[src/hdl/fdq_pkg.sv]
// Shared types and constants of the fetch delay queue.
`timescale 1ns / 1ps
package fdq_pkg;

  localparam int QueueDepthDefault = 16;
  localparam int MaxForwardDefault = 8;
  localparam int CmdFifoDepth      = 2;
  localparam int ResFifoDepth      = 2;

  localparam int TagW      = 16;
  localparam int AddrW     = 64;
  localparam int SizeW     = 8;
  localparam int DelayW    = 8;
  localparam int LimitInW  = 4;
  localparam int CmdLimitW = 6;
  localparam int CountW    = 5;

  localparam logic [DelayW-1:0] PenaltyReset = 8'd20;

  typedef enum logic {
    ModeInstr = 1'b0,
    ModeTick  = 1'b1
  } fdq_mode_e;

  typedef enum logic [1:0] {
    KindUpdate  = 2'd0,
    KindForward = 2'd1,
    KindStatus  = 2'd2
  } fdq_kind_e;

  typedef struct packed {
    fdq_mode_e              mode;
    logic [TagW-1:0]        tag;
    logic [DelayW-1:0]      delay;
    logic [CmdLimitW-1:0]   limit;
    logic                   has_upd;
    logic [AddrW-1:0]       upd_addr;
    logic                   upd_taken;
    logic                   upd_mis;
  } fdq_cmd_t;

  typedef struct packed {
    fdq_kind_e              kind;
    logic [TagW-1:0]        fwd_tag;
    logic [AddrW-1:0]       branch_addr;
    logic                   branch_taken;
    logic                   mispredicted;
    logic [CountW-1:0]      queue_count;
    logic                   overflow;
    logic                   last;
  } fdq_res_t;

endpackage

[src/hdl/fdq_fifo.sv]
// Small register FIFO used between the front and back parts and at the result side.
`timescale 1ns / 1ps
module fdq_fifo #(
  parameter int Width = 8,
  parameter int Depth = 2
) (
  input  logic             clk_i,
  input  logic             rst_ni,
  input  logic             push_i,
  input  logic [Width-1:0] wdata_i,
  output logic             full_o,
  input  logic             pop_i,
  output logic [Width-1:0] rdata_o,
  output logic             empty_o
);

  localparam int PtrW = (Depth > 1) ? $clog2(Depth) : 1;
  localparam int CntW = $clog2(Depth + 1);

  logic [Width-1:0] mem_q [Depth];
  logic [PtrW-1:0]  wptr_q, wptr_d, rptr_q, rptr_d;
  logic [CntW-1:0]  cnt_q, cnt_d;
  logic             do_push, do_pop;

  assign full_o  = (cnt_q == CntW'(Depth));
  assign empty_o = (cnt_q == '0);
  assign rdata_o = mem_q[rptr_q];
  assign do_push = push_i && !full_o;
  assign do_pop  = pop_i && !empty_o;

  always_comb begin
    wptr_d = wptr_q;
    rptr_d = rptr_q;
    cnt_d  = cnt_q;
    if (do_push) begin
      wptr_d = (wptr_q == PtrW'(Depth - 1)) ? '0 : wptr_q + 1'b1;
    end
    if (do_pop) begin
      rptr_d = (rptr_q == PtrW'(Depth - 1)) ? '0 : rptr_q + 1'b1;
    end
    if (do_push && !do_pop) begin
      cnt_d = cnt_q + 1'b1;
    end else if (do_pop && !do_push) begin
      cnt_d = cnt_q - 1'b1;
    end
  end

  always_ff @(posedge clk_i or negedge rst_ni) begin
    if (!rst_ni) begin
      wptr_q <= '0;
      rptr_q <= '0;
      cnt_q  <= '0;
    end else begin
      wptr_q <= wptr_d;
      rptr_q <= rptr_d;
      cnt_q  <= cnt_d;
    end
  end

  always_ff @(posedge clk_i) begin
    if (do_push) begin
      mem_q[wptr_q] <= wdata_i;
    end
  end

endmodule

[src/hdl/fdq_front.sv]
// Front part: accepts items, checks the pending prediction and builds back-end commands.
`timescale 1ns / 1ps
module fdq_front import fdq_pkg::*; #(
  parameter int MAX_FORWARD = MaxForwardDefault
) (
  input  logic                clk_i,
  input  logic                rst_ni,
  input  logic                push,
  output logic                full,
  input  logic                mode_i,
  input  logic [TagW-1:0]     instr_tag_i,
  input  logic [AddrW-1:0]    instr_addr_i,
  input  logic                addr_valid_i,
  input  logic [SizeW-1:0]    instr_size_i,
  input  logic                is_branch_i,
  input  logic                predicted_taken_i,
  input  logic [LimitInW-1:0] accept_limit_i,
  input  logic                cfg_valid_i,
  output logic                cfg_ready_o,
  input  logic [DelayW-1:0]   cfg_data_i,
  output logic                cmd_push_o,
  output fdq_cmd_t            cmd_o,
  input  logic                cmd_full_i
);

  logic [DelayW-1:0] penalty_q, penalty_d;
  logic [AddrW-1:0]  prev_addr_q, prev_addr_d;
  logic              prev_ok_q, prev_ok_d;
  logic [SizeW-1:0]  prev_size_q, prev_size_d;
  logic              pend_valid_q, pend_valid_d;
  logic              pend_taken_q, pend_taken_d;
  logic              accept, is_instr, check, taken, mis;
  logic [AddrW-1:0]  next_addr;

  assign full        = cmd_full_i;
  assign cfg_ready_o = 1'b1;
  assign accept      = push && !cmd_full_i;
  assign is_instr    = (fdq_mode_e'(mode_i) == ModeInstr);
  assign next_addr   = prev_addr_q + AddrW'(prev_size_q);
  assign taken       = (instr_addr_i != next_addr);
  assign mis         = (taken != pend_taken_q);
  assign check       = is_instr && pend_valid_q && addr_valid_i && prev_ok_q;

  always_comb begin
    cmd_o.mode      = fdq_mode_e'(mode_i);
    cmd_o.tag       = instr_tag_i;
    cmd_o.delay     = (check && mis) ? penalty_q : '0;
    cmd_o.limit     = (CmdLimitW'(accept_limit_i) > CmdLimitW'(MAX_FORWARD)) ?
                      CmdLimitW'(MAX_FORWARD) : CmdLimitW'(accept_limit_i);
    cmd_o.has_upd   = check;
    cmd_o.upd_addr  = prev_addr_q;
    cmd_o.upd_taken = taken;
    cmd_o.upd_mis   = mis;
  end

  assign cmd_push_o = accept;

  always_comb begin
    penalty_d    = penalty_q;
    prev_addr_d  = prev_addr_q;
    prev_ok_d    = prev_ok_q;
    prev_size_d  = prev_size_q;
    pend_valid_d = pend_valid_q;
    pend_taken_d = pend_taken_q;
    if (cfg_valid_i) begin
      penalty_d = cfg_data_i;
    end
    if (accept && is_instr) begin
      pend_valid_d = is_branch_i && addr_valid_i;
      pend_taken_d = is_branch_i && addr_valid_i && predicted_taken_i;
      prev_addr_d  = addr_valid_i ? instr_addr_i : '0;
      prev_ok_d    = addr_valid_i;
      prev_size_d  = instr_size_i;
    end
  end

  always_ff @(posedge clk_i or negedge rst_ni) begin
    if (!rst_ni) begin
      penalty_q    <= PenaltyReset;
      prev_addr_q  <= '0;
      prev_ok_q    <= 1'b0;
      prev_size_q  <= '0;
      pend_valid_q <= 1'b0;
      pend_taken_q <= 1'b0;
    end else begin
      penalty_q    <= penalty_d;
      prev_addr_q  <= prev_addr_d;
      prev_ok_q    <= prev_ok_d;
      prev_size_q  <= prev_size_d;
      pend_valid_q <= pend_valid_d;
      pend_taken_q <= pend_taken_d;
    end
  end

endmodule

[src/hdl/fdq_back.sv]
// Back part: delay queue memory and the sequencer that enqueues, ticks, forwards and reports updates and status.
`timescale 1ns / 1ps
module fdq_back import fdq_pkg::*; #(
  parameter int QUEUE_DEPTH = QueueDepthDefault,
  parameter int MAX_FORWARD = MaxForwardDefault
) (
  input  logic     clk_i,
  input  logic     rst_ni,
  input  fdq_cmd_t cmd_i,
  input  logic     cmd_empty_i,
  output logic     cmd_pop_o,
  output logic     res_push_o,
  output fdq_res_t res_o,
  input  logic     res_full_i
);

  localparam int PtrW  = $clog2(QUEUE_DEPTH);
  localparam int OccW  = $clog2(QUEUE_DEPTH + 1);
  localparam int LimW  = $clog2(MAX_FORWARD + 1);
  localparam int EntW  = DelayW + TagW;

  typedef enum logic [7:0] {
    StIdle   = 8'b0000_0001,
    StUpd    = 8'b0000_0010,
    StEnq    = 8'b0000_0100,
    StTickRd = 8'b0000_1000,
    StTick   = 8'b0001_0000,
    StFwdRd  = 8'b0010_0000,
    StFwd    = 8'b0100_0000,
    StStatus = 8'b1000_0000
  } fdq_state_e;

  fdq_state_e       state_q, state_d;
  fdq_cmd_t         cmd_q, cmd_d;
  logic [PtrW-1:0]  head_q, head_d, tail_q, tail_d;
  logic [OccW-1:0]  occ_q, occ_d;
  logic [LimW-1:0]  sent_q, sent_d;
  logic             ovf_q, ovf_d;

  logic [EntW-1:0]  mem_q [QUEUE_DEPTH];
  logic [EntW-1:0]  rd_q;
  logic             mem_we;
  logic [PtrW-1:0]  mem_waddr;
  logic [EntW-1:0]  mem_wdata;
  logic [DelayW-1:0] rd_delay;
  logic [TagW-1:0]  rd_tag;
  logic             can_fwd;

  assign rd_delay = rd_q[EntW-1:TagW];
  assign rd_tag   = rd_q[TagW-1:0];
  assign can_fwd  = (occ_q != '0) && (rd_delay == '0) &&
                    (CmdLimitW'(sent_q) < cmd_q.limit);

  always_comb begin
    state_d    = state_q;
    cmd_d      = cmd_q;
    head_d     = head_q;
    tail_d     = tail_q;
    occ_d      = occ_q;
    sent_d     = sent_q;
    ovf_d      = ovf_q;
    cmd_pop_o  = 1'b0;
    mem_we     = 1'b0;
    mem_waddr  = tail_q;
    mem_wdata  = {cmd_q.delay, cmd_q.tag};
    res_push_o = 1'b0;
    res_o      = '0;
    res_o.kind = KindStatus;
    unique case (state_q)
      StIdle: begin
        if (!cmd_empty_i) begin
          cmd_pop_o = 1'b1;
          cmd_d     = cmd_i;
          ovf_d     = 1'b0;
          sent_d    = '0;
          if (cmd_i.mode == ModeTick) begin
            state_d = StTickRd;
          end else if (cmd_i.has_upd) begin
            state_d = StUpd;
          end else begin
            state_d = StEnq;
          end
        end
      end
      StUpd: begin
        res_o.kind         = KindUpdate;
        res_o.branch_addr  = cmd_q.upd_addr;
        res_o.branch_taken = cmd_q.upd_taken;
        res_o.mispredicted = cmd_q.upd_mis;
        if (!res_full_i) begin
          res_push_o = 1'b1;
          state_d    = StEnq;
        end
      end
      StEnq: begin
        if (occ_q == OccW'(QUEUE_DEPTH)) begin
          ovf_d = 1'b1;
        end else begin
          mem_we = 1'b1;
          tail_d = (tail_q == PtrW'(QUEUE_DEPTH - 1)) ? '0 : tail_q + 1'b1;
          occ_d  = occ_q + 1'b1;
        end
        state_d = StFwdRd;
      end
      StTickRd: begin
        state_d = StTick;
      end
      StTick: begin
        if ((occ_q != '0) && (rd_delay != '0)) begin
          mem_we    = 1'b1;
          mem_waddr = head_q;
          mem_wdata = {rd_delay - 1'b1, rd_tag};
        end
        state_d = StFwdRd;
      end
      StFwdRd: begin
        state_d = StFwd;
      end
      StFwd: begin
        if (can_fwd) begin
          res_o.kind    = KindForward;
          res_o.fwd_tag = rd_tag;
          if (!res_full_i) begin
            res_push_o = 1'b1;
            head_d  = (head_q == PtrW'(QUEUE_DEPTH - 1)) ? '0 : head_q + 1'b1;
            occ_d   = occ_q - 1'b1;
            sent_d  = sent_q + 1'b1;
            state_d = StFwdRd;
          end
        end else begin
          state_d = StStatus;
        end
      end
      StStatus: begin
        res_o.kind        = KindStatus;
        res_o.queue_count = CountW'(occ_q);
        res_o.overflow    = ovf_q;
        res_o.last        = 1'b1;
        if (!res_full_i) begin
          res_push_o = 1'b1;
          state_d    = StIdle;
        end
      end
      default: begin
        state_d = StIdle;
      end
    endcase
  end

  always_ff @(posedge clk_i or negedge rst_ni) begin
    if (!rst_ni) begin
      state_q <= StIdle;
      head_q  <= '0;
      tail_q  <= '0;
      occ_q   <= '0;
      sent_q  <= '0;
      ovf_q   <= 1'b0;
    end else begin
      state_q <= state_d;
      head_q  <= head_d;
      tail_q  <= tail_d;
      occ_q   <= occ_d;
      sent_q  <= sent_d;
      ovf_q   <= ovf_d;
    end
  end

  always_ff @(posedge clk_i) begin
    cmd_q <= cmd_d;
  end

  always_ff @(posedge clk_i) begin
    if (mem_we) begin
      mem_q[mem_waddr] <= mem_wdata;
    end
    rd_q <= mem_q[head_q];
  end

  a_occ_bound: assert property (@(posedge clk_i) disable iff (!rst_ni)
    occ_q <= OccW'(QUEUE_DEPTH))
    else $error("Delay queue occupancy exceeds its depth.");

  a_fwd_due: assert property (@(posedge clk_i) disable iff (!rst_ni)
    (res_push_o && res_o.kind == KindForward) |-> (occ_q != '0 && rd_delay == '0))
    else $error("An item was forwarded while its delay had not run out.");

  a_fwd_limit: assert property (@(posedge clk_i) disable iff (!rst_ni)
    (res_push_o && res_o.kind == KindForward) |-> (CmdLimitW'(sent_q) < cmd_q.limit))
    else $error("More items were forwarded than the next stage accepts.");

  a_last_status: assert property (@(posedge clk_i) disable iff (!rst_ni)
    res_push_o |-> (res_o.last == (res_o.kind == KindStatus)))
    else $error("The last flag does not match the status result.");

  a_status_idle: assert property (@(posedge clk_i) disable iff (!rst_ni)
    (res_push_o && res_o.kind == KindStatus) |=> (state_q == StIdle))
    else $error("The sequencer did not return to idle after the status result.");

endmodule

[src/hdl/fetch_delay_queue_mispredict.sv]
// Top level of the fetch delay queue with branch mispredict penalty.
// The front part takes one item per cycle while its two-entry command queue has room and
// resolves the pending branch prediction as the item enters. The back part then works
// through one item at a time: an instruction passes an optional predictor update, the
// enqueue and the forward checks, and a tick counts down the head entry's delay before
// the forward checks; both end with a status result. The back sequencer waits for the
// registered read of the head entry of the delay queue memory before each check.
// Results pass through a two-entry result queue, so the back part keeps working while
// a result waits to be popped.
`timescale 1ns / 1ps
module fetch_delay_queue_mispredict import fdq_pkg::*; #(
  parameter int QUEUE_DEPTH = QueueDepthDefault,
  parameter int MAX_FORWARD = MaxForwardDefault
) (
  input  logic                clk_i,
  input  logic                rst_ni,
  input  logic                push,
  output logic                full,
  input  logic                mode_i,
  input  logic [TagW-1:0]     instr_tag_i,
  input  logic [AddrW-1:0]    instr_addr_i,
  input  logic                addr_valid_i,
  input  logic [SizeW-1:0]    instr_size_i,
  input  logic                is_branch_i,
  input  logic                predicted_taken_i,
  input  logic [LimitInW-1:0] accept_limit_i,
  input  logic                cfg_valid_i,
  output logic                cfg_ready_o,
  input  logic [DelayW-1:0]   cfg_data_i,
  output logic                empty,
  input  logic                pop,
  output logic [1:0]          kind_o,
  output logic [TagW-1:0]     fwd_tag_o,
  output logic [AddrW-1:0]    branch_addr_o,
  output logic                branch_taken_o,
  output logic                mispredicted_o,
  output logic [CountW-1:0]   queue_count_o,
  output logic                overflow_o,
  output logic                last_o
);

  fdq_cmd_t cmd_in, cmd_out;
  fdq_res_t res_in, res_out;
  logic     cmd_push, cmd_full, cmd_pop, cmd_empty;
  logic     res_push, res_full;

  fdq_front #(
    .MAX_FORWARD(MAX_FORWARD)
  ) u_front (
    .clk_i            (clk_i),
    .rst_ni           (rst_ni),
    .push             (push),
    .full             (full),
    .mode_i           (mode_i),
    .instr_tag_i      (instr_tag_i),
    .instr_addr_i     (instr_addr_i),
    .addr_valid_i     (addr_valid_i),
    .instr_size_i     (instr_size_i),
    .is_branch_i      (is_branch_i),
    .predicted_taken_i(predicted_taken_i),
    .accept_limit_i   (accept_limit_i),
    .cfg_valid_i      (cfg_valid_i),
    .cfg_ready_o      (cfg_ready_o),
    .cfg_data_i       (cfg_data_i),
    .cmd_push_o       (cmd_push),
    .cmd_o            (cmd_in),
    .cmd_full_i       (cmd_full)
  );

  fdq_fifo #(
    .Width($bits(fdq_cmd_t)),
    .Depth(CmdFifoDepth)
  ) u_cmd_fifo (
    .clk_i  (clk_i),
    .rst_ni (rst_ni),
    .push_i (cmd_push),
    .wdata_i(cmd_in),
    .full_o (cmd_full),
    .pop_i  (cmd_pop),
    .rdata_o(cmd_out),
    .empty_o(cmd_empty)
  );

  fdq_back #(
    .QUEUE_DEPTH(QUEUE_DEPTH),
    .MAX_FORWARD(MAX_FORWARD)
  ) u_back (
    .clk_i      (clk_i),
    .rst_ni     (rst_ni),
    .cmd_i      (cmd_out),
    .cmd_empty_i(cmd_empty),
    .cmd_pop_o  (cmd_pop),
    .res_push_o (res_push),
    .res_o      (res_in),
    .res_full_i (res_full)
  );

  fdq_fifo #(
    .Width($bits(fdq_res_t)),
    .Depth(ResFifoDepth)
  ) u_res_fifo (
    .clk_i  (clk_i),
    .rst_ni (rst_ni),
    .push_i (res_push),
    .wdata_i(res_in),
    .full_o (res_full),
    .pop_i  (pop),
    .rdata_o(res_out),
    .empty_o(empty)
  );

  assign kind_o         = res_out.kind;
  assign fwd_tag_o      = res_out.fwd_tag;
  assign branch_addr_o  = res_out.branch_addr;
  assign branch_taken_o = res_out.branch_taken;
  assign mispredicted_o = res_out.mispredicted;
  assign queue_count_o  = res_out.queue_count;
  assign overflow_o     = res_out.overflow;
  assign last_o         = res_out.last;

endmodule
[config.mk]
export PLATFORM = sky130hd
export DESIGN_NAME = fetch_delay_queue_mispredict
export DESIGN_NICKNAME = d
export VERILOG_FILES = /design/src/hdl/fdq_pkg.sv /design/src/hdl/fdq_fifo.sv /design/src/hdl/fdq_front.sv /design/src/hdl/fdq_back.sv /design/src/hdl/fetch_delay_queue_mispredict.sv
export SDC_FILE = /design/constraint.sdc
export NUM_CORES = 1
export LEC_CHECK = 0
export BUFFER_PORTS_ARGS = -buffer_cell sky130_fd_sc_hd__buf_2
export CAP_MARGIN = 20
export CORE_MARGIN = 5
export CORE_UTILIZATION = 35
export CTS_CLUSTER_SIZE = 28
export DETAILED_ROUTE_END_ITERATION = 10
export PLACE_DENSITY = 0.61
export SYNTH_ARGS = -nofsm -noshare
export SYNTH_HDL_FRONTEND = slang
export SYNTH_SLANG_ARGS = --single-unit
[constraint.sdc]
create_clock -name clk_i -period 18.1 [get_ports clk_i]
set_input_delay 3.62 -clock clk_i [delete_from_list [all_inputs] [get_ports clk_i]]
set_output_delay 3.62 -clock clk_i [all_outputs]
set_load 0.02 [all_outputs]
== Word-level counts from Yosys, hierarchy flattened ==
Memories as Yosys holds them, arrays and structs flattened. A register that Yosys moved wholly into a read port is not among the register bits.
Cells that the tools add are included.
Storage, ports and cells
  register bits: 213
  RAM bits: 758
  output and inout bits: 94
  memories kept: 3
  input port bits: 109
  bits in read-only memories: 0
  latch bits: 0
Memory list
  u_back.mem_q: depth 16, bits a word 24, read ports 1, clocked after memory_dff 1, write ports 1, line fdq_back.sv:40  | logic [EntW-1:0] mem_q [QUEUE_DEPTH];
  u_cmd_fifo.mem_q: depth 2, bits a word 96, read ports 1, clocked after memory_dff 0, write ports 1, line fdq_fifo.sv:20  | logic [Width-1:0] mem_q [Depth];
  u_res_fifo.mem_q: depth 2, bits a word 91, read ports 1, clocked after memory_dff 0, write ports 1, line fdq_fifo.sv:20
Cells by class
  order comparisons: 2
  multiplexer cells: 55
  eq/ne operators: 23
  $mul: 0
  shift operators: 0
  $add $sub $neg: 15
  reduce and logical (&&, ||, !) cells: 46
  div/mod/pow operators: 0
  bitwise logic cells: 4
Operator list (count)
  $mux 66: 1
  $add 64x8->64: 1
  $mux 64: 1
  $ne 64x64->1: 1
  $mux 8: 7
  $pmux 8 s7: 1
  $mux 24: 2
  $mux 4: 8
  $logic_and 1x1->1: 19
  $mux 1: 18
  $mux 18: 1
  $mux 16: 1
  $mux 5: 3
  $add 4x1->4 const B: 3
  $reduce_and 4->1: 3
  $ne 2x2->1 const B: 5
  $pmux 5 s2: 1
  $reduce_bool 2->1: 5
  $eq 4x4->1 const B: 2
  $eq 8x1->1 const B: 1
  $eq 8x2->1 const B: 1
  $eq 8x3->1 const B: 1
  $eq 8x4->1 const B: 1
  $eq 8x5->1 const B: 1
  31 further kinds: 57

== Depth between registers and ports, before layout ==
  depth in word-level cells: 10
  mapped depth: 13
  depth with buffers taken out: 12

== Hierarchy ==
A second synthesis with hierarchy kept.
Unflattened totals
  cells, all modules: 2260
  area total of the unflattened synthesis: 40979.3 um^2
By module, submodules not included
  fdq_back: cells each 999, sequential area each 15546.2 um^2, area each 20478.4 um^2, instances 1
  fdq_fifo at u_cmd_fifo: cells each 324, sequential area each 5985.7 um^2, area each 7297.0 um^2, instances 1
  fdq_fifo at u_res_fifo: cells each 302, sequential area each 5565.3 um^2, area each 7163.1 um^2, instances 1
  fdq_front: cells each 635, sequential area each 2079.5 um^2, area each 6040.8 um^2, instances 1

== Worst setup path after synthesis ==
No wires, ideal clock.
  path kind: reg2reg
  start point: reg u_back.sent_q[1]
  end point: mem u_res_fifo.mem_q[0][0] in the netlist's numbering, enable pin
  data required time: 17.448 ns
  path buffers: 1
  arrival time: 8.127 ns
  setup slack: 9.321 ns
  setup time: 0.652 ns
  period minus slack after synthesis: 8.779 ns
  stages on the path, launching flop included: 9
  cells stage by stage: dfrtp_1 > ha_1 > a21o_1 > a21o_1 > a2111oi_0 > and2_1 > clkbuf_1 > nor3_1 > nor3_1
Between the ends
  word-level cells in the longest chain between the ends: 7
Ends and longest elaborated chain
  start: declaration: line fdq_back.sv:37  | logic [LimW-1:0] sent_q, sent_d;
  start signal: assignment: line fdq_back.sv:163  | sent_q <= sent_d;
  $lt 4x6->1: line fdq_back.sv:52  | (CmdLimitW'(sent_q) < cmd_q.limit);
  $logic_and 1x1->1: line fdq_back.sv:51  | assign can_fwd = (occ_q != '0) && (rd_delay == '0) &&
  $mux 1: line fdq_back.sv:120  | if (can_fwd) begin
  $pmux 1 s2: line fdq_back.sv:69  | unique case (state_q)
  $logic_and 1x1->1: line fdq_fifo.sv:28  | assign do_push = push_i && !full_o;
  $mux 1: line fdq_fifo.sv:61  | if (do_push) begin
  $mux 1 (not written as such): line fdq_fifo.sv:62  | mem_q[wptr_q] <= wdata_i;
  end: declaration: line fdq_fifo.sv:20
Every way passes these cells.

== Final worst setup path ==
  start point: reg u_res_fifo.rptr_q
  end point: out branch_addr_o[20]
Between the ends
  word-level cells in the longest chain between the ends: 1
Ends and longest elaborated chain
  start: declaration: line fdq_fifo.sv:21  | logic [PtrW-1:0] wptr_q, wptr_d, rptr_q, rptr_d;
  start signal: assignment: line fdq_fifo.sv:55  | rptr_q <= rptr_d;
  $mem_v2 2x91
  end: declaration: line fetch_delay_queue_mispredict.sv:34  | output logic [AddrW-1:0] branch_addr_o,
Every way passes these cells.

==> reports/results.txt <==
Run status -> finished, final reports clean
DRC marker count from the first detailed-route iteration -> 1,847
# IOs -> 203
Peak Freq -> 0.152 GHz
# nets final -> 2,583
Post-Syn Area -> 39,800 sq um
Die Height -> 347 um
Yosys warning count -> 0
Post-synthesis mux area share -> 0.133
#FFs+latches synth -> 993
Syn_nets -> 2,339
Final HPWL DP -> 59,100 um
Mean post-synth cell area -> 18.0 sq um
Routed Antenna Nets -> 0
Pwr Density -> 145 nW/um^2
Cts repair resizes -> 0
CTS Root Cell -> clkbuf_16
Final setup vio count -> 0
Total CTS buffers -> 100
Commonest cells after routing, fill and taps aside -> 852 x edfxtp_1, 218 x mux2_2, 201 x buf_2, 120 x mux4_2, 109 x dfrtp_1
Max transition margin -> 0.259
Reg2reg start -> u_back.state_q[4]
Maximum number of pins on one net before global-route repair -> 76
Adder-cell share of the synthesized area -> 0.00729
Layout cell share with drive strength beyond 1 -> 0.305
Post-Synth Simple-Gate Area -> 0.0568
Hold Fails Final Rpt -> 0
GRT overflow -> 0
WP data required -> 14,480 ps
Complex-gate fraction of the synthesized area -> 0.0354
Drt first pass iters -> 7
Fin util -> 0.410
First-pass GRT wire length -> 141,000 um
Minimum clock period -> 6600 ps
Antenna violations before repair -> 22
Slew @ Worst Pin -> 1100 ps
Vias -> 21,000
Post-placement cell count -> 3,846
Final period util -> 0.365
Initial Util -> 0.353
Reg2reg end -> u_res_fifo.mem_q[1][34]
Reg2Reg Depth -> 9
Slowest-stage cell, CP -> buf_4
Vias per Instance -> 5.18
Critical Path End Type -> output port
RSZ-0062 raised after global routing -> false
Final GP Congestion -> 0.912
Htree depth -> 3
Worst path top cell family by delay -> buffers and inverters
Register area share after synthesis -> 0.728
Final Max Slew Viols -> 0
Slowest stage delay, CP -> 770 ps
Largest family of logic cells by synthesized area -> multiplexers
Setup TNS -> 0 ps
# DRC -> 0
Final cell count without fillers -> 4,053
Synthesis-to-layout area growth -> 16.1%
Row Count -> 123
Async SR Flop Fraction -> 0.118
Syn Inst Count -> 2,208
Synth unique cells -> 74
VDD IR max -> 0.0987 mV
Max clock buf depth -> 3
Max-cap violations -> 0
Clk_lat worst skew -> 680 ps
Reg-to-reg slack, setup -> 13,520 ps
Commonest non-fill, non-tap cell in the layout -> edfxtp_1
Critical Path Source Type -> flop
Die width -> 347 um
Kind of critical path -> flop to output port
Worst Path Max Fanout -> 64
Clock transition at the registers of the reported paths -> 60 ps
Fill cell total of the finished layout -> 9,980
Ys flop type -> edfxtp_1
P_leak -> 15.8 nW
Vias in the first global route -> 21,600
Clk_skew -> 56.9 ps
CTS tree -> yes
Total core area -> 113,000 sq um
HP Class -> flop to flop
I/O Buffers -> 201
CTS Hold Bufs -> 0
Buf/Inv on CP -> 2
Die area -> 121,000 sq um
Wire per inst -> 23.4 um
Number of synthesized flops with an enable pin -> 852
Critical path, cell by cell -> buf_4, mux2_2, buf_2
Worst hold path startpoint -> u_front.prev_ok_q
Hold path depth -> 1
Worst hold endpoint -> u_front.prev_ok_q
Routed WL -> 94,700 um
Post-CTS Setup Bufs -> 0
Signal arrival time at the worst endpoint -> 2980 ps
Post-synthesis xor/xnor area fraction -> 0.0268
Global Route Usage Sum -> 0.153
CTS sink count -> 993
[cell families after synthesis]
logic type | count (synthesis)
flip-flops | 993
XOR/XNOR | 122
multiplexers | 353
adder cells (fa/ha/maj) | 22
AND/OR/NAND/NOR | 404
buffers and inverters | 127
other | 1
AO/OA/AOI/OAI | 186
[worst max path at each step]
| stage | start | end | cells after the start |
|---|---|---|---|
| floorplan | u_back.sent_q[1] | u_res_fifo.mem_q[0][0] | 8 |
| global placement | instr_addr_i[23] | u_cmd_fifo.mem_q[0][71] | 9 |
| detailed placement | instr_addr_i[23] | u_cmd_fifo.mem_q[1][72] | 9 |
| CTS | u_res_fifo.rptr_q | branch_addr_o[20] | 3 |
| global route | u_res_fifo.rptr_q | branch_addr_o[20] | 3 |
| finish | u_res_fifo.rptr_q | branch_addr_o[20] | 3 |
[flip-flops by register name (all words and copies together), names as in the netlist, 8 cells and up]
| signal | cells |
|---|---|
| u_back.cmd_q | 94 |
| u_back.mem_q | 384 |
| u_back.rd_q | 24 |
| u_back.state_q | 8 |
| u_cmd_fifo.mem_q | 192 |
| u_front.penalty_q | 8 |
| u_front.prev_addr_q | 64 |
| u_front.prev_size_q | 8 |
| u_res_fifo.mem_q | 182 |
[where the power goes]
part | switching, mW | internal [mW]
sequential | 0.238 | 3.10
clock | 0.875 | 1.19
combinational | 0.812 | 0.473
total | 1.93 | 4.76
[synthesized netlist by cell type (all sizes together) (3+ instances only)]
cell     number  area (sq um)
nor4         19           134
o31ai         3          22.5
a21oi        25           125
and3         29           181
edfxtp      852         25600
nand2        56           210
and4          7          61.3
dfxtp        24           480
or3          13          81.3
xor2         43           377
mux4        120          2700
o21ai        22           110
nor2b        12          75.1
nor3         19           100
a31oi        14          87.6
dfrtp       114          2850
nand2b        5          31.3
inv          25          93.8
xnor2        79           692
nand4        29           181
a211oi        9          67.6
dfstp         3          78.8
nand3b        9          67.6
ha           20           250
clkbuf       80           300
a22o         66           578
a2111oi       8          88.8
buf          22          97.6
nand3        40           205
nor2         58           218
a21o         10          75.1
mux2i        15           150
or4           7          52.6
mux2        218          2450
o211ai        3          22.5
and2         81           507
nor3b        12          90.1
[per-stage QoR]
| stage | power [mW] | hold slack [ps] | worst slack [ps] | area [sq um] |
|---|---|---|---|---|
| 2_1_floorplan | 4.18 | 437 | 9320 | 39800 |
| 3_3_place_gp | 4.62 | 454 | 11280 | 42800 |
| 3_5_place_dp | 4.67 | 463 | 11240 | 42800 |
| 4_1_cts | 6.75 | 477 | 11490 | 46200 |
| 5_1_grt | 6.98 | 508 | 11390 | 46200 |
| 6_report | 6.69 | 479 | 11500 | 46200 |
[area by class of cell]
cell class                 instances  area, sq um  area share
timing repair buffer             244         1360      0.0294
multi-input combinational       1088        10500       0.227
inverter                          25         96.3     0.00208
clock inverter                    49          539      0.0117
sequential                       993        29000       0.628
antenna                           14         35.0    0.000758
clock buffer                     140         2810      0.0607
tap                             1500         1880      0.0406
[layer usage]
metal	routed length (um)	vias up	global-route usage
met2	45400	725	0.250
met3	6740	135	0.0329
met1	40900	10900	0.211
met5	59	-	0
li1	-	9227	-
met4	1640	8	0.0339
Note: power is estimated with default switching activity, not from simulation.
